`config.mk`:
```
export PLATFORM = sky130hd
export DESIGN_NAME = frame_stream_deframer_top
export DESIGN_NICKNAME = d
export VERILOG_FILES = /design/src/fsd_pkg.sv /design/src/fsd_skid.sv /design/src/frame_stream_deframer_top.sv
export SDC_FILE = /design/constraint.sdc
export NUM_CORES = 1
export LEC_CHECK = 0
export BUFFER_PORTS_ARGS = -buffer_cell sky130_fd_sc_hd__buf_2
export CAP_MARGIN = 10
export CORE_AREA = 3 3 167 169
export CTS_CLUSTER_SIZE = 14
export DETAILED_ROUTE_END_ITERATION = 8
export DIE_AREA = 0 0 170 172
export MAX_ROUTING_LAYER = met4
export REMOVE_ABC_BUFFERS = 1
export SYNTH_ARGS = -nofsm -noshare
export SYNTH_HDL_FRONTEND = slang
export SYNTH_HIERARCHICAL = 1
export SYNTH_SLANG_ARGS = --single-unit
```
`constraint.sdc`:
```
create_clock -name clk -period 7 [get_ports clk]
set_input_delay 1.4 -clock clk [delete_from_list [all_inputs] [get_ports clk]]
set_output_delay 1.4 -clock clk [all_outputs]
set_load 0.02 [all_outputs]
```
`src/fsd_pkg.sv`:
```
package fsd_pkg;

  // frame header layout
  localparam int unsigned HDR_LEN  = 9;
  localparam int unsigned CNT_W    = 4;
  localparam int unsigned LEN_W    = 24;
  localparam int unsigned SID_W    = 31;

  localparam logic [LEN_W-1:0] MAX_FRAME_RESET = 24'd16384;

  // result kinds
  typedef enum logic [1:0] {
    KIND_HEADER  = 2'd0,
    KIND_PAYLOAD = 2'd1,
    KIND_ERROR   = 2'd2
  } kind_t;

  // one result item
  typedef struct packed {
    kind_t             kind;
    logic [LEN_W-1:0]  frame_length;
    logic [7:0]        frame_type;
    logic [7:0]        frame_flags;
    logic [SID_W-1:0]  sid;
    logic [7:0]        data_byte;
    logic              last_of_frame;
  } res_t;

endpackage

```
`src/fsd_skid.sv`:
```
module fsd_skid
  import fsd_pkg::*;
(
  input  logic clk,
  input  logic rst_n,
  input  logic push_valid,
  input  res_t push_data,
  output logic push_ready,
  output logic out_valid,
  input  logic out_ready,
  output res_t out_data
);

  logic out_valid_r;
  logic skid_valid_r;
  res_t out_r;
  res_t skid_r;

  // room for a new item while the skid slot is empty
  assign push_ready = !skid_valid_r;
  assign out_valid  = out_valid_r;
  assign out_data   = out_r;

  // control: output register refills from the skid slot first
  always_ff @(posedge clk) begin
    if (!rst_n) begin
      out_valid_r  <= 1'b0;
      skid_valid_r <= 1'b0;
    end else if (!out_valid_r || out_ready) begin
      if (skid_valid_r) begin
        out_valid_r  <= 1'b1;
        skid_valid_r <= 1'b0;
      end else begin
        out_valid_r  <= push_valid;
      end
    end else if (push_valid) begin
      skid_valid_r <= 1'b1;
    end
  end

  // payload registers
  always_ff @(posedge clk) begin
    if (!out_valid_r || out_ready) begin
      if (skid_valid_r) begin
        out_r <= skid_r;
      end else if (push_valid) begin
        out_r <= push_data;
      end
    end else if (push_valid) begin
      skid_r <= push_data;
    end
  end

`ifndef SYNTH
  // skid slot is only used behind a held output
  a_skid_behind_out: assert property (@(posedge clk) disable iff (!rst_n)
    skid_valid_r |-> out_valid_r)
    else $error("skid slot full while output empty");

  // no push lands while the skid slot is occupied
  a_no_push_when_full: assert property (@(posedge clk) disable iff (!rst_n)
    push_valid |-> !skid_valid_r)
    else $error("push into full skid stage");

  // a taken output with a held skid item moves it forward
  a_skid_drains: assert property (@(posedge clk) disable iff (!rst_n)
    skid_valid_r && out_ready |=> out_valid_r && !skid_valid_r)
    else $error("skid item not forwarded");
`endif

endmodule

```
`src/frame_stream_deframer_top.sv`:
```
// Streaming frame deframer: takes one stream byte per item and collects the
// 9-byte frame header (24-bit big-endian length, type, flags, 31-bit stream
// id with the reserved bit cleared). On the ninth byte it emits a header
// item, or a frame size error item if the length exceeds cfg max frame size,
// after which every byte is dropped until reset. Payload bytes are then
// passed through one per item with the header fields and a last-of-frame
// mark; a zero-length header carries the mark itself. One byte is taken per
// clock: each byte is decoded in the cycle it is accepted and its result
// goes to an output register backed by a one-entry skid register, so
// in_ready only drops when both of those hold an item that has not been
// taken. The maximum frame size is checked when a header completes.
module frame_stream_deframer_top
  import fsd_pkg::*;
(
  input  logic                clk,
  input  logic                rst_n,
  input  logic                cfg_wr_en,
  input  logic [LEN_W-1:0]    cfg_wr_data,
  input  logic                in_valid,
  output logic                in_ready,
  input  logic [7:0]          in_byte,
  output logic                out_valid,
  input  logic                out_ready,
  output logic [1:0]          out_kind,
  output logic [LEN_W-1:0]    out_frame_length,
  output logic [7:0]          out_frame_type,
  output logic [7:0]          out_frame_flags,
  output logic [SID_W-1:0]    out_sid,
  output logic [7:0]          out_data_byte,
  output logic                out_last_of_frame
);

  logic [LEN_W-1:0] max_size_r;
  logic [CNT_W-1:0] hdr_cnt_r, hdr_cnt_nxt;
  logic [7:0]       hdr_r [0:HDR_LEN-1];
  logic [LEN_W-1:0] rem_r, rem_nxt;
  logic             in_payload_r, in_payload_nxt;
  logic             failed_r, failed_nxt;

  logic             accept;
  logic             hdr_done;
  logic             push_valid;
  logic             push_ready;
  res_t             res;
  res_t             out_res;
  logic [LEN_W-1:0] len_view;
  logic [SID_W-1:0] sid_view;
  logic [7:0]       last_byte;

  assign in_ready = push_ready;
  assign accept   = in_valid && push_ready;
  assign hdr_done = !in_payload_r && (hdr_cnt_r == CNT_W'(HDR_LEN - 1));

  // header fields, with the incoming byte as the last one on completion
  assign last_byte = hdr_done ? in_byte : hdr_r[HDR_LEN-1];
  assign len_view  = {hdr_r[0], hdr_r[1], hdr_r[2]};
  assign sid_view  = {hdr_r[5][6:0], hdr_r[6], hdr_r[7], last_byte};

  // configuration register
  always_ff @(posedge clk) begin
    if (!rst_n) begin
      max_size_r <= MAX_FRAME_RESET;
    end else if (cfg_wr_en) begin
      max_size_r <= cfg_wr_data;
    end
  end

  // decode of one accepted byte
  always_comb begin
    hdr_cnt_nxt    = hdr_cnt_r;
    rem_nxt        = rem_r;
    in_payload_nxt = in_payload_r;
    failed_nxt     = failed_r;
    push_valid     = 1'b0;

    res.kind          = KIND_HEADER;
    res.frame_length  = len_view;
    res.frame_type    = hdr_r[3];
    res.frame_flags   = hdr_r[4];
    res.sid           = sid_view;
    res.data_byte     = 8'd0;
    res.last_of_frame = 1'b0;

    if (accept && !failed_r) begin
      if (in_payload_r) begin
        push_valid        = 1'b1;
        res.kind          = KIND_PAYLOAD;
        res.data_byte     = in_byte;
        res.last_of_frame = (rem_r <= LEN_W'(1));
        rem_nxt           = rem_r - LEN_W'(1);
        if (rem_r <= LEN_W'(1)) begin
          in_payload_nxt = 1'b0;
        end
      end else if (hdr_done) begin
        push_valid  = 1'b1;
        hdr_cnt_nxt = '0;
        if (len_view > max_size_r) begin
          res.kind   = KIND_ERROR;
          failed_nxt = 1'b1;
        end else if (len_view == '0) begin
          res.last_of_frame = 1'b1;
        end else begin
          rem_nxt        = len_view;
          in_payload_nxt = 1'b1;
        end
      end else begin
        hdr_cnt_nxt = hdr_cnt_r + CNT_W'(1);
      end
    end
  end

  // control state
  always_ff @(posedge clk) begin
    if (!rst_n) begin
      hdr_cnt_r    <= '0;
      rem_r        <= '0;
      in_payload_r <= 1'b0;
      failed_r     <= 1'b0;
    end else begin
      hdr_cnt_r    <= hdr_cnt_nxt;
      rem_r        <= rem_nxt;
      in_payload_r <= in_payload_nxt;
      failed_r     <= failed_nxt;
    end
  end

  // header byte store
  always_ff @(posedge clk) begin
    if (accept && !failed_r && !in_payload_r) begin
      hdr_r[hdr_cnt_r] <= in_byte;
    end
  end

  // result register and skid stage
  fsd_skid u_skid (
    .clk        (clk),
    .rst_n      (rst_n),
    .push_valid (push_valid),
    .push_data  (res),
    .push_ready (push_ready),
    .out_valid  (out_valid),
    .out_ready  (out_ready),
    .out_data   (out_res)
  );

  assign out_kind          = out_res.kind;
  assign out_frame_length  = out_res.frame_length;
  assign out_frame_type    = out_res.frame_type;
  assign out_frame_flags   = out_res.frame_flags;
  assign out_sid           = out_res.sid;
  assign out_data_byte     = out_res.data_byte;
  assign out_last_of_frame = out_res.last_of_frame;

`ifndef SYNTH
  // failure is sticky until reset
  a_failed_sticky: assert property (@(posedge clk) disable iff (!rst_n)
    failed_r |=> failed_r)
    else $error("failure flag cleared without reset");

  // header count never passes the header length
  a_cnt_range: assert property (@(posedge clk) disable iff (!rst_n)
    hdr_cnt_r <= CNT_W'(HDR_LEN - 1))
    else $error("header count out of range");

  // payload phase has bytes left and no partial header
  a_payload_state: assert property (@(posedge clk) disable iff (!rst_n)
    in_payload_r |-> (rem_r != '0) && (hdr_cnt_r == '0))
    else $error("inconsistent payload state");
`endif

endmodule
```
### Word-level counts from Yosys, hierarchy flattened

Memory sizes are Yosys's and may differ from the RTL's.
Index checks and enable logic that the tools add are counted.

* register bits: 220
* RAM bits: 72
* input bits: 37
* logic and storage cells: 79
* memories: 1

* add/subtract/negate cells: 2
* order comparisons: 2
* equal/unequal tests: 3
* muxes and demuxes: 29
* bitwise logic cells: 3
* reduce and logical (&&, ||, !) cells: 18

Memories
* hdr_r: depth 9, bits a word 8, rd ports 9, clocked after Yosys merged registers in 0, wr ports 1, line frame_stream_deframer_top.sv:35 `logic [7:0] hdr_r [0:HDR_LEN-1];`

Operator list (number)
* $mux 82: 2
* $mux 24: 4
* $gt 24x24->1: 1
* $le 24x1->1 const B: 1
* $logic_not 24->1: 1
* $sub 24x1->24 const B: 1
* $mux 8: 2
* $mux 1: 15
* $mux 9: 1
* $mux 2: 4
* $reduce_and 4->1: 2
* $reduce_and 2->1: 3
* $add 4x1->4 const B: 1
* $eq 4x4->1 const B: 1
* $logic_and 1x1->1: 4
* $logic_not 1->1: 4
* $mux 4: 1
* $ne 2x2->1 const B: 2
* $reduce_bool 2->1: 2
* $not 1->1: 3
* $reduce_or 2->1: 1
* $logic_or 1x1->1: 1

### Longest topological paths before layout

Gate-level depths: netlist (run 1).

* depth in word-level cells: 8
* mapped depth: 14
* depth with buffers taken out: 10

### Cells and area by module

The synthesis (run 1) kept the hierarchy.

By module, submodules not included
* fsd_skid: instances 1, cells each 264, area each 6188.4 µm², seq. area each 4964.8 µm²
* frame_stream_deframer_top: instances 1, cells each 518, area each 5733.0 µm², seq. area each 3213.1 µm²

### Least setup slack after synthesis (run 1)

OpenSTA, ideal clock, no wires.

* path kind: input to register
* start point: in in_valid
* end point: reg u_skid.out_r (netlist bit u_skid/out_data[0]), enable pin
* arrival: 5.499 ns
* data required time: 6.476 ns
* setup slack: 0.978 ns
* stages: 6
* cell sequence: and3b_1 buf_2 nand4b_1 nand2_1 nor2_1 nor2_1

* word-level cells in the longest chain between the ends: 5

Ends and longest elaborated chain
* from (decl): line frame_stream_deframer_top.sv:19 `input logic in_valid,`
* $logic_and 1x1->1: line frame_stream_deframer_top.sv:51 `assign accept = in_valid && push_ready;`
* $logic_and 1x1->1: line frame_stream_deframer_top.sv:84 `if (accept && !failed_r) begin`
* $mux 1: line frame_stream_deframer_top.sv:84
* named net push_valid: line frame_stream_deframer_top.sv:42 `logic push_valid;`
* $reduce_bool 2->1 (no source line)
* $reduce_and 2->1 (no source line)
* to (signal assigned): line fsd_skid.sv:45 `out_r <= skid_r;`
* to (signal assigned): line fsd_skid.sv:47 `out_r <= push_data;`
* to (decl): line fsd_skid.sv:16 `res_t out_r;`

The timed path passes the listed nets, and every way through them passes these cells.
A chain may end at the register's enable or synchronous reset.

==> results of run 1 <==
[layer usage]
layer | GRT usage | vias up | share of wire
li1 | - | 3231 | -
met2 | 0.269 | 198 | 0.46
met4 | 0.0455 | 0 | 0.021
met5 | - | - | 0
met1 | 0.246 | 3340 | 0.47
met3 | 0.0199 | 37 | 0.046
[worst min path at each step]
| stage | startpoint | end | slack [ns] | depth (start not counted) |
|---|---|---|---|---|
| after floorplan | hdr_r[7][0] | u_skid/skid_r[17] | 0.42 | 0 |
| final | hdr_r[4][4] | u_skid/skid_r[44] | 0.45 | 0 |
| after global routing | hdr_r[7][3] | u_skid/skid_r[20] | 0.46 | 0 |
| after CTS | hdr_r[7][1] | u_skid/skid_r[18] | 0.45 | 0 |
| after detailed placement | hdr_r[7][3] | u_skid/skid_r[20] | 0.44 | 0 |
| after global placement | hdr_r[7][7] | u_skid/skid_r[24] | 0.43 | 0 |
[flip-flops by register name, summed over array words and instances, names as in the netlist, 4 cells and up]
signal	flops
rem_r	24
u_skid/skid_r	82
u_skid/out_data	82
hdr_r	71
max_size_r	24
hdr_cnt_r	4
[cell usage after synthesis, drive strengths merged, types with 3 or more instances]
cell / n / area (um^2)
and2: 12 / 75.1
nand3: 8 / 40.0
ha: 30 / 375
buf: 21 / 136
or3: 9 / 63.8
nor4: 20 / 131
o21ai: 19 / 95.1
and3b: 3 / 26.3
nor2: 43 / 161
a211oi: 3 / 22.5
nand2: 34 / 128
o21a: 3 / 22.5
a21oi: 31 / 155
mux2: 90 / 1190
and3: 8 / 50.1
nor3: 9 / 45.0
o41ai: 8 / 77.6
a21o: 3 / 22.5
edfxtp: 235 / 7060
a221oi: 3 / 26.3
or4: 3 / 23.8
a22oi: 18 / 135
clkbuf: 13 / 48.8
dfxtp: 56 / 1120
mux2i: 26 / 260
inv: 36 / 135
nand4: 10 / 62.6
[power breakdown]
part / internal, mW / switching [mW]
Sequential: 1.87 / 0.0216
Combinational: 0.0448 / 0.0681
Clock: 0.937 / 0.650
[stage by stage]
step / worst slack (ns) / power [mW] / area [um^2] / std cells / util
floorplan: 0.0203 / 1.99 / 11700 / 748 / -
global placement: 2.79 / 2.05 / 12800 / 1217 / 0.480
detailed placement: 2.71 / 2.05 / 12800 / 1217 / 0.480
CTS: 3.12 / 3.64 / 13800 / 1273 / 0.518
global route: 2.77 / 3.72 / 13800 / 1273 / 0.518
finish: 3.03 / 3.60 / 13800 / 1273 / 0.518
[area by class of cell]
class / count / share of cell area
multi-input combinational: 421 / 0.248
inverter: 36 / 0.00977
timing repair buffer: 128 / 0.0478
tap: 341 / 0.0308
clock buffer: 35 / 0.0556
clock inverter: 21 / 0.0165
sequential: 291 / 0.591
[kinds of logic after synthesis]
logic type | count (synthesis) | synth area share
flip-flops | 291 | 0.686
AND/OR/NAND/NOR | 174 | 0.0777
multiplexers | 116 | 0.122
AO/OA/AOI/OAI | 98 | 0.0538
buffers and inverters | 70 | 0.0269
adder cells (fa/ha/maj) | 30 | 0.0315
XOR/XNOR | 3 | 0.00220
[placed cells by master, fill, tap and decap left out, types with 3 or more instances in the layout]
cell type / instances
clkbuf_16: 30
nor3_1: 9
clkinv_2: 7
a211oi_1: 3
o41ai_1: 7
or3_1: 6
a221oi_1: 3
bufinv_16: 4
nand4_1: 10
nor4_1: 19
and3b_1: 3
o21a_1: 3
mux2i_1: 26
nor2_1: 42
a21oi_1: 31
clkbuf_1: 5
dfxtp_1: 55
a22oi_1: 18
nand2_1: 34
mux2_2: 42
o21ai_0: 19
clkinv_1: 7
nand3_1: 8
buf_4: 8
and2_1: 11
mux2_4: 48
buf_2: 120
a21o_1: 3
and3_1: 8
edfxtp_1: 235
inv_1: 36
ha_1: 30
==> qor.csv, run 1 <==
metric,value,unit
CP max stage delay,0.89,ns
area occupied by multi-input gates,3430,um^2
GPL Wtd Cong,0.909,
critical-path cell list,ha_1 -> nand4_1 -> nor4_1 -> nor3b_1 -> a22o_1 -> or2_2 -> o21ai_0 -> a221oi_1,
"Top FF cell, synth",edfxtp_1,
antenna violations before repair,0,
I/O pin count,121,
core area,26700,um^2
Worst path depth,8,
total number of vias,6806,
FF-to-FF Start,hdr_r[0][7],
fin nets,975,
port bufs,120,
register area,8180,um^2
die area,29200,um^2
clock period minus worst slack,3.97,ns
CP required,7.46,ns
R2R setup slack,3.03,ns
max-cap violations,0,
Setup TNS,0,ns
filler cell count,2255,
share of cells above drive strength 1,0.294,
P per Cell Area,260,nW/um^2
Synth Instances,782,
"Reg clk slew, reported paths",0.06,ns
GRT Total Usage,0.173,
wire per inst,19.5,um
"Seq/Total Area, Yosys",0.686,
Slew headroom,0.214,
Hold Crit Class,reg -> reg,
Pleak,5.09,nW
Peak Freq,0.252,GHz
die span in y,172,um
CP Capture Type,register,
Reg2Reg Capture Point,rem_r[14],
vias in the first global route,6647,
crit path launch type,register,
1st-iter DRT viols,492,
Setup Viol. Count Final,0,
# diodes,0,
max-slew violation count,0,
DRC errors left,0,
Post-CTS Setup Repair Bufs,0,
clk_lat worst skew,0.56,ns
Die X-Extent,170,um
Worst Tran Pin Value,1.18,ns
WS Path Type,reg -> reg,
Peak VDD IR,178,uV
Post-synth ARST share,0,
Critical Path Sink,rem_r[14],
ANT nets after route,0,
area grow syn2layout,16.0,%
Syn Area/Cell,15.2,um^2
GR Overflow Total,0,
CTS tree,done,
final-report hold violation count,0,
num rows,60,
router iterations before antenna repair,5,
CP top delay family,simple AND/OR/NAND/NOR gates,
vias per cell,5.35,
CP arrival,4.43,ns
slowest cell on the critical path,nor4_1,
Clock Sink Count,291,
Yosys cell types,54,
largest net degree at the start of global routing,62,
Fin Clk Skew,0.0110,ns
CTS Buf Count,30,
clock root cell,clkbuf_16,
routed wire length,24.9,mm
crit-path max FO,24,
initial core utilization,0.446,
fin crit share,0.567,
post_cts resized,0,
CTS Hold Bufs,0,
post-DP HPWL,15.7,mm
RSZ-0062 raised after global routing,false,
Synth Warn #,6,
number of flops mapped to enable cells by yosys,235,
hold slack final,0.446,ns
post-synthesis cell area,11900,um^2
"flops & latches, synth",291,
Worst R2R Path Depth,8,
crit path from,hdr_r[0][7],
Critical path buffers and inverters,0,
CTS max path bufs,3,
CTS H-tree lvls,1,
outcome,completed,
first-pass GRT wire length,38.4,mm
(Power assumes the default switching activity.)
==> inputs of run 2 (changes only) <==
Settings changed: ABC_AREA set to 1, CORE_AREA 3 3 167 169 to 3 3 169 171, DIE_AREA 0 0 170 172 to 0 0 172 174.
Clock period 7 ns to 3.85 ns, I/O delays scaled along.
==> run 2 against run 1 <==
Compared with the run above:
- worst setup slack got worse by 1.9 ns
- routed wire length rose by 11%
- via count rose by 20%
- flip-flop and latch count did not move
- sequential power rose by 81%
- largest cell class unchanged
- total power rose by 84%
- non-clock buffer count rose by 12
- die area rose by 2.4%
==> qor.csv, run 2 <==
metric,value,unit,change
outcome,completed,,
CP dominant cell by count,nand2_1,,
antenna violations before repair,1,,+1
max-slew violation count,0,,unchanged
post-synthesis cell area,12200,um^2,+2.0%
max-cap violations,0,,unchanged
Synth Instances,1146,,+47%
die area,29900,um^2,+2.4%
die span in y,174,um,+1.2%
fin nets,1341,,+38%
Net Switching,1.36,mW,+83%
Syn Area/Cell,10.6,um^2,-30%
routing usage on met1,0.266,,+0.0204
sequential share of power,0.519,,-0.008
cell with the most instances after synthesis,nand2_1,,
total number of vias,8177,,+20%
Util after Layout,0.522,,+0.00457
Comb pwr share,0.034,,+0.003
crit path launch type,register,,
Yosys cell types,36,,-33%
CP Capture Type,register,,
post_cts resized,0,,unchanged
router iterations before antenna repair,5,,unchanged
1st-iter DRT viols,737,,+50%
CTS Hold Bufs,0,,unchanged
Setup Viol. Count Final,0,,unchanged
Area contributors post-synth,"edfxtp_1 (58%), nand2_1 (12%), dfxtp_1 (9.2%)",,
"area leader, netlist",edfxtp_1,,
GPL Wtd Cong,0.840,,-7.6%
"flops & latches, synth",291,,unchanged
total power,6.62,mW,+84%
I/O pin count,121,,unchanged
share of cells above drive strength 1,0.166,,-0.128
CP top delay family,simple AND/OR/NAND/NOR gates,,
ANT nets after route,0,,unchanged
routed wire length,27.6,mm,+11%
fin crit share,0.701,,+0.133
RSZ-0062 raised after global routing,false,,
Hold Crit Class,reg -> reg,,
clock root cell,clkbuf_16,,
Clock Sink Count,291,,unchanged
P per Cell Area,469,nW/um^2,+81%
"Reg clk slew, reported paths",0.06,ns,about the same
Synth top cells by count,"nand2_1 (381), edfxtp_1 (235), inv_1 (94)",,
wire per inst,16.8,um,-14%
Pleak,5.93,nW,+16%
Pint,5.27,mW,+84%
area grow syn2layout,16.1,%,about the same
filler cell count,2431,,+7.8%
met2 global-route usage,0.297,,+0.0280
CP required,4.33,ns,-3.13 ns
crit-path max FO,22,,-8.3%
Post-CTS Setup Repair Bufs,0,,unchanged
largest net degree at the start of global routing,85,,+37%
CTS H-tree lvls,1,,unchanged
Synth Warn #,6,,unchanged
Synth top area share,0.580,,-0.0115
num rows,60,,unchanged
Peak Freq,0.371,GHz,+47%
clock period minus worst slack,2.70,ns,-1.27 ns
"most common cell after layout, fill and taps aside",nand2_1,,
core area,27000,um^2,+1.1%
"Seq/Total Area, Yosys",0.673,,-0.0133
number of flops mapped to enable cells by yosys,235,,unchanged
R2R setup slack,1.15,ns,-1.88 ns
clock share of power,0.447,,+0.006
first-pass GRT wire length,43.8,mm,+14%
vias per cell,4.99,,-6.7%
initial core utilization,0.450,,+0.00375
WS Path Type,reg -> reg,,
Slew headroom,0.382,,+0.168
CP arrival,3.17,ns,-1.26 ns
GR Overflow Total,0,,unchanged
# diodes,0,,unchanged
DRC errors left,0,,unchanged
vias in the first global route,7981,,+20%
"Top FF cell, synth",edfxtp_1,,
Post-synth ARST share,0,,unchanged
Peak VDD IR,311,uV,+74%
final-report hold violation count,0,,unchanged
clk_lat worst skew,0.54,ns,-0.02 ns
GRT Total Usage,0.190,,+0.0173
CTS max path bufs,3,,unchanged
Sw Share,0.205,,-0.000770
critical-path cell list,ha_1 -> nand2_1 -> nor2_1 -> nand2_1 -> nand2_1 -> nand2_1 -> nand3_2 -> nand2_2 -> nand2_2 -> nand2_1 -> nand2_1 -> nand2_1 -> nor2_1,,
Critical path buffers and inverters,0,,unchanged
Fin Clk Skew,0.00974,ns,-0.00128 ns
Die X-Extent,172,um,+1.2%
post-DP HPWL,18.1,mm,+15%
GR peak layer,met2,,
slowest cell on the critical path,edfxtp_1,,
hold slack final,0.433,ns,-0.0134 ns
routing usage on met3,0.0280,,+0.00808
Worst Tran Pin Value,0.928,ns,-0.252 ns
CP max stage delay,0.54,ns,-0.35 ns
port bufs,120,,unchanged
CTS tree,done,,
most frequent cells in the layout,"nand2_1 (381), edfxtp_1 (235), buf_2 (120), inv_1 (94), nor2_1 (83)",,
CTS Buf Count,31,,+3.3%
[run 2: cell count changes in the layout (fill, tap and decap cells not counted), sizes merged, moves of 18 or more]
cell	previous run	this run
a21oi	31	64
a22oi	18	0
inv	37	97
mux2	90	0
mux2i	26	0
nand2	34	383
nand3	8	52
nor2	43	94
nor4	20	2
o21ai	19	59
[run 2: cell type report]
| cell class | instances | area [um^2] | share of cell area |
|---|---|---|---|
| clock buffer | 40 | 830 | 0.0588 |
| inverter | 97 | 364 | 0.0258 |
| sequential | 291 | 8180 | 0.580 |
| tap | 341 | 427 | 0.0302 |
| clock inverter | 17 | 194 | 0.0137 |
| timing repair buffer | 140 | 763 | 0.0541 |
| multi-input combinational | 713 | 3360 | 0.238 |
[run 2: worst reg2reg max path, stage by stage, from the launching register on]
cell      delay (ns)
edfxtp_1        0.54
ha_1            0.35
nand2_1         0.06
nor2_1          0.24
nand2_1         0.09
nand2_1         0.10
nand2_1         0.07
nand3_2         0.06
nand2_2         0.08
nand2_2         0.38
nand2_1         0.37
nand2_1         0.14
nand2_1         0.05
nor2_1          0.11
[run 2: cells by family (layout without fill, tap and decap cells)]
logic type | after synthesis | after routing | share of synthesized area
xor gates and xnor gates | 2 | 2 | 0.00144
AOI/OAI and AO/OA | 130 | 130 | 0.0549
DFF | 291 | 291 | 0.673
and+or+nand+nor | 551 | 551 | 0.188
buffers and inverters | 142 | 294 | 0.0525
adders and majority gates | 30 | 30 | 0.0309
[run 2: power groups by stage]
stage	combinational, mW	sequential [mW]	clock (mW)
after floorplan	0.121	3.49	0
after global placement	0.222	3.50	0
after detailed placement	0.224	3.50	0
after CTS	0.227	3.43	3.04
after global routing	0.258	3.44	3.18
final	0.225	3.44	2.96
[run 2: final timing paths]
| check | endpoint | cells after the start | startpoint |
|---|---|---|---|
| setup / recovery | rem_r[1] | 13 | hdr_r[2][6] |
| hold / removal | hdr_cnt_r[3] | 1 | hdr_cnt_r[3] |
| setup reg to reg | rem_r[1] | 13 | hdr_r[2][6] |
| hold reg to reg | hdr_cnt_r[3] | 1 | hdr_cnt_r[3] |
[run 2: routing by layer]
layer  up-vias  share of wire
li1       4072              -
met1      3838           0.45
met2       223           0.46
met3        44          0.065
met4         0          0.020
met5         -              0
[run 2: metrics by stage]
stage	setup TNS (ns)	cells	cell area [um^2]	worst slack, ns
6_report	0	1639	14100	1.15
5_1_grt	0	1639	14100	0.847
4_1_cts	0	1639	14100	1.15
3_5_place_dp	0	1582	13100	1.07
3_3_place_gp	0	1582	13100	1.12
2_1_floorplan	-429.49	1101	11900	-3.73
==> inputs of run 3 (changes only) <==
Clock period 3.85 ns to 2.55 ns, I/O delays scaled along.
==> run 3 against run 2 <==
Compared with the run above:
- via count increased by 1.2%
- hold slack got worse by 0.20 ns
- largest cell class unchanged
- count of clock-buffer cells in the layout decreased by 2
- worst setup slack got worse by 0.82 ns
- critical endpoint is now rem_r[6]
- critical path depth decreased by 1
- total power increased by 49%
- sequential power increased by 51%
- die area unchanged
- sequential share of layout area decreased by 0.35 points
==> qor.csv, run 3 (synthesis results as in run 2) <==
metric,value,unit,change
outcome,completed,,
met2 WL,12.8,mm,about the same
largest net degree at the start of global routing,84,,-1.2%
FF-to-FF Start,hdr_r[1][7],,
"most common cell after layout, fill and taps aside",nand2_1,,
core area,27000,um^2,unchanged
routed wl met3,1.93,mm,+8.4%
fin crit share,0.870,,+0.170
final-report hold violation count,0,,unchanged
sequential share of power,0.526,,+0.007
crit path launch type,register,,
RSZ-0062 raised after global routing,false,,
hold slack final,0.230,ns,-0.203 ns
CTS max path bufs,3,,unchanged
Sw Share,0.207,,+0.00219
clock share of power,0.438,,-0.009
Hold Crit Class,in -> reg,,
post_cts resized,0,,unchanged
WS Path Type,reg -> reg,,
CP max stage delay,0.45,ns,-0.09 ns
Util after Layout,0.525,,+0.00320
first-pass GRT wire length,43.4,mm,-1.0%
# diodes,0,,unchanged
Hold Crit Start,cfg_wr_data[0],,
Die X-Extent,172,um,unchanged
CTS H-tree lvls,1,,unchanged
CTS Hold Bufs,0,,unchanged
hold depth,3,,+2
Net Switching,2.04,mW,+50%
max-cap violations,0,,unchanged
Fin Clk Skew,0.0179,ns,+0.00815 ns
total number of vias,8273,,+1.2%
die area,29900,um^2,unchanged
area grow syn2layout,16.8,%,
most frequent cells in the layout,"nand2_1 (381), edfxtp_1 (235), buf_2 (120), inv_1 (94), nor2_1 (83)",,
vias in the first global route,7659,,-4.0%
CP dominant cell by count,nand2_1,,
port bufs,120,,unchanged
Clock Sink Count,291,,unchanged
Worst R2R Path Depth,12,,-1
router iterations before antenna repair,6,,+1
post-DP HPWL,18.2,mm,+0.99%
Critical path buffers and inverters,0,,unchanged
initial core utilization,0.450,,unchanged
vias per cell,5.01,,+0.38%
"Reg clk slew, reported paths",0.06,ns,about the same
critical-path cell list,ha_1 -> nand2_1 -> nor2_2 -> nand4_1 -> nor2_2 -> nand3_1 -> nand2_2 -> nand2_2 -> nand2_1 -> nand2_1 -> nand2_1 -> nor2_1,,
num rows,60,,unchanged
GRT Total Usage,0.190,,-0.000215
I/O pin count,121,,unchanged
DRC errors left,0,,unchanged
CTS tree,done,,
1st-iter DRT viols,702,,-4.7%
P per Cell Area,694,nW/um^2,+48%
CP top delay family,simple AND/OR/NAND/NOR gates,,
ANT nets after route,0,,unchanged
filler cell count,2420,,-0.45%
R2R setup slack,0.33,ns,-0.82 ns
Pleak,5.98,nW,+0.92%
hold endpoint,max_size_r[0],,
crit-path max FO,12,,-45%
Peak VDD IR,459,uV,+48%
clock root cell,clkbuf_16,,
CTS Buf Count,31,,unchanged
Setup Viol. Count Final,0,,unchanged
clock period minus worst slack,2.22,ns,-0.478 ns
wire per inst,16.9,um,+0.59%
max-slew violation count,0,,unchanged
antenna violations before repair,0,,-1
CP arrival,2.65,ns,-0.52 ns
routed wire length,28.0,mm,+1.4%
fin nets,1353,,+0.89%
Slew headroom,0.342,,-0.0396
share of cells above drive strength 1,0.172,,+0.00599
CP required,2.98,ns,-1.35 ns
GPL Wtd Cong,0.899,,+7.1%
Pint,7.82,mW,+48%
GR Overflow Total,0,,unchanged
die span in y,174,um,unchanged
Comb pwr share,0.036,,+0.002
slowest cell on the critical path,edfxtp_1,,
Reg2Reg Capture Point,rem_r[6],,
Worst Tran Pin Value,0.987,ns,+0.0594 ns
CP Capture Type,register,,
Post-CTS Setup Repair Bufs,0,,unchanged
Metal-1 WL,12.8,mm,+2.8%
uppermost layer routed,met4,,
Peak Freq,0.451,GHz,+22%
clk_lat worst skew,0.55,ns,about the same
[run 3: cell types whose count changed in the layout (fill, tap and decap cells not counted), sizes merged]
cell	change
clkinvlp	-2
clkinv	+6
clkbuf	-2
bufinv	-1
buf	+12
[run 3: layout make-up]
class / instances / area (um^2) / share of cell area
Timing Repair Buffer: 152 / 891 / 0.0627
Clock inverter: 20 / 170 / 0.0120
Multi-Input combinational cell: 713 / 3360 / 0.236
Clock buffer: 38 / 812 / 0.0572
Sequential cell: 291 / 8180 / 0.576
Inverter: 97 / 364 / 0.0256
Tap cell: 341 / 427 / 0.0300
[run 3: power groups by stage]
stage               logic, mW  registers [mW]  clock network [mW]
finish                  0.357            5.18                4.32
global route            0.403            5.18                4.61
CTS                     0.358            5.18                4.40
detailed placement      0.354            5.28                   0
global placement        0.351            5.28                   0
floorplan               0.182            5.27                   0
[run 3: how the worst max path moves through the flow]
stage	startpoint	cells after the start	end
after CTS	hdr_cnt_r[0]	11	u_skid/out_data[57]
after global placement	hdr_cnt_r[0]	11	u_skid/out_data[64]
after detailed placement	hdr_cnt_r[0]	11	u_skid/out_data[57]
final	hdr_r[1][7]	12	rem_r[6]
after global routing	hdr_r[1][7]	12	rem_r[1]
after floorplan	u_skid/skid_valid_r	9	u_skid/out_data[0]
[run 3: per-layer routing]
metal  vias up  GRT usage
met5         -          -
met4         0     0.0339
met3        40     0.0287
met2       264      0.288
met1      3865      0.278
li1       4104          -
[run 3: metrics by stage]
step | setup slack, ns | TNS (ns) | cell area (um^2) | total power, mW | std cells
3_5_place_dp | 0.369 | 0 | 13200 | 5.63 | 1594
3_3_place_gp | 0.384 | 0 | 13200 | 5.63 | 1594
2_1_floorplan | -5.03 | -815.92 | 11900 | 5.45 | 1101
6_report | 0.331 | 0 | 14200 | 9.86 | 1652
5_1_grt | 0.115 | 0 | 14200 | 10.2 | 1652
4_1_cts | 0.339 | 0 | 14200 | 9.94 | 1652
[run 3: worst min-delay path, stage by stage]
cell and delay, ns:
buf_2 0.08, nor2_1 0.04, nor2_1 0.10
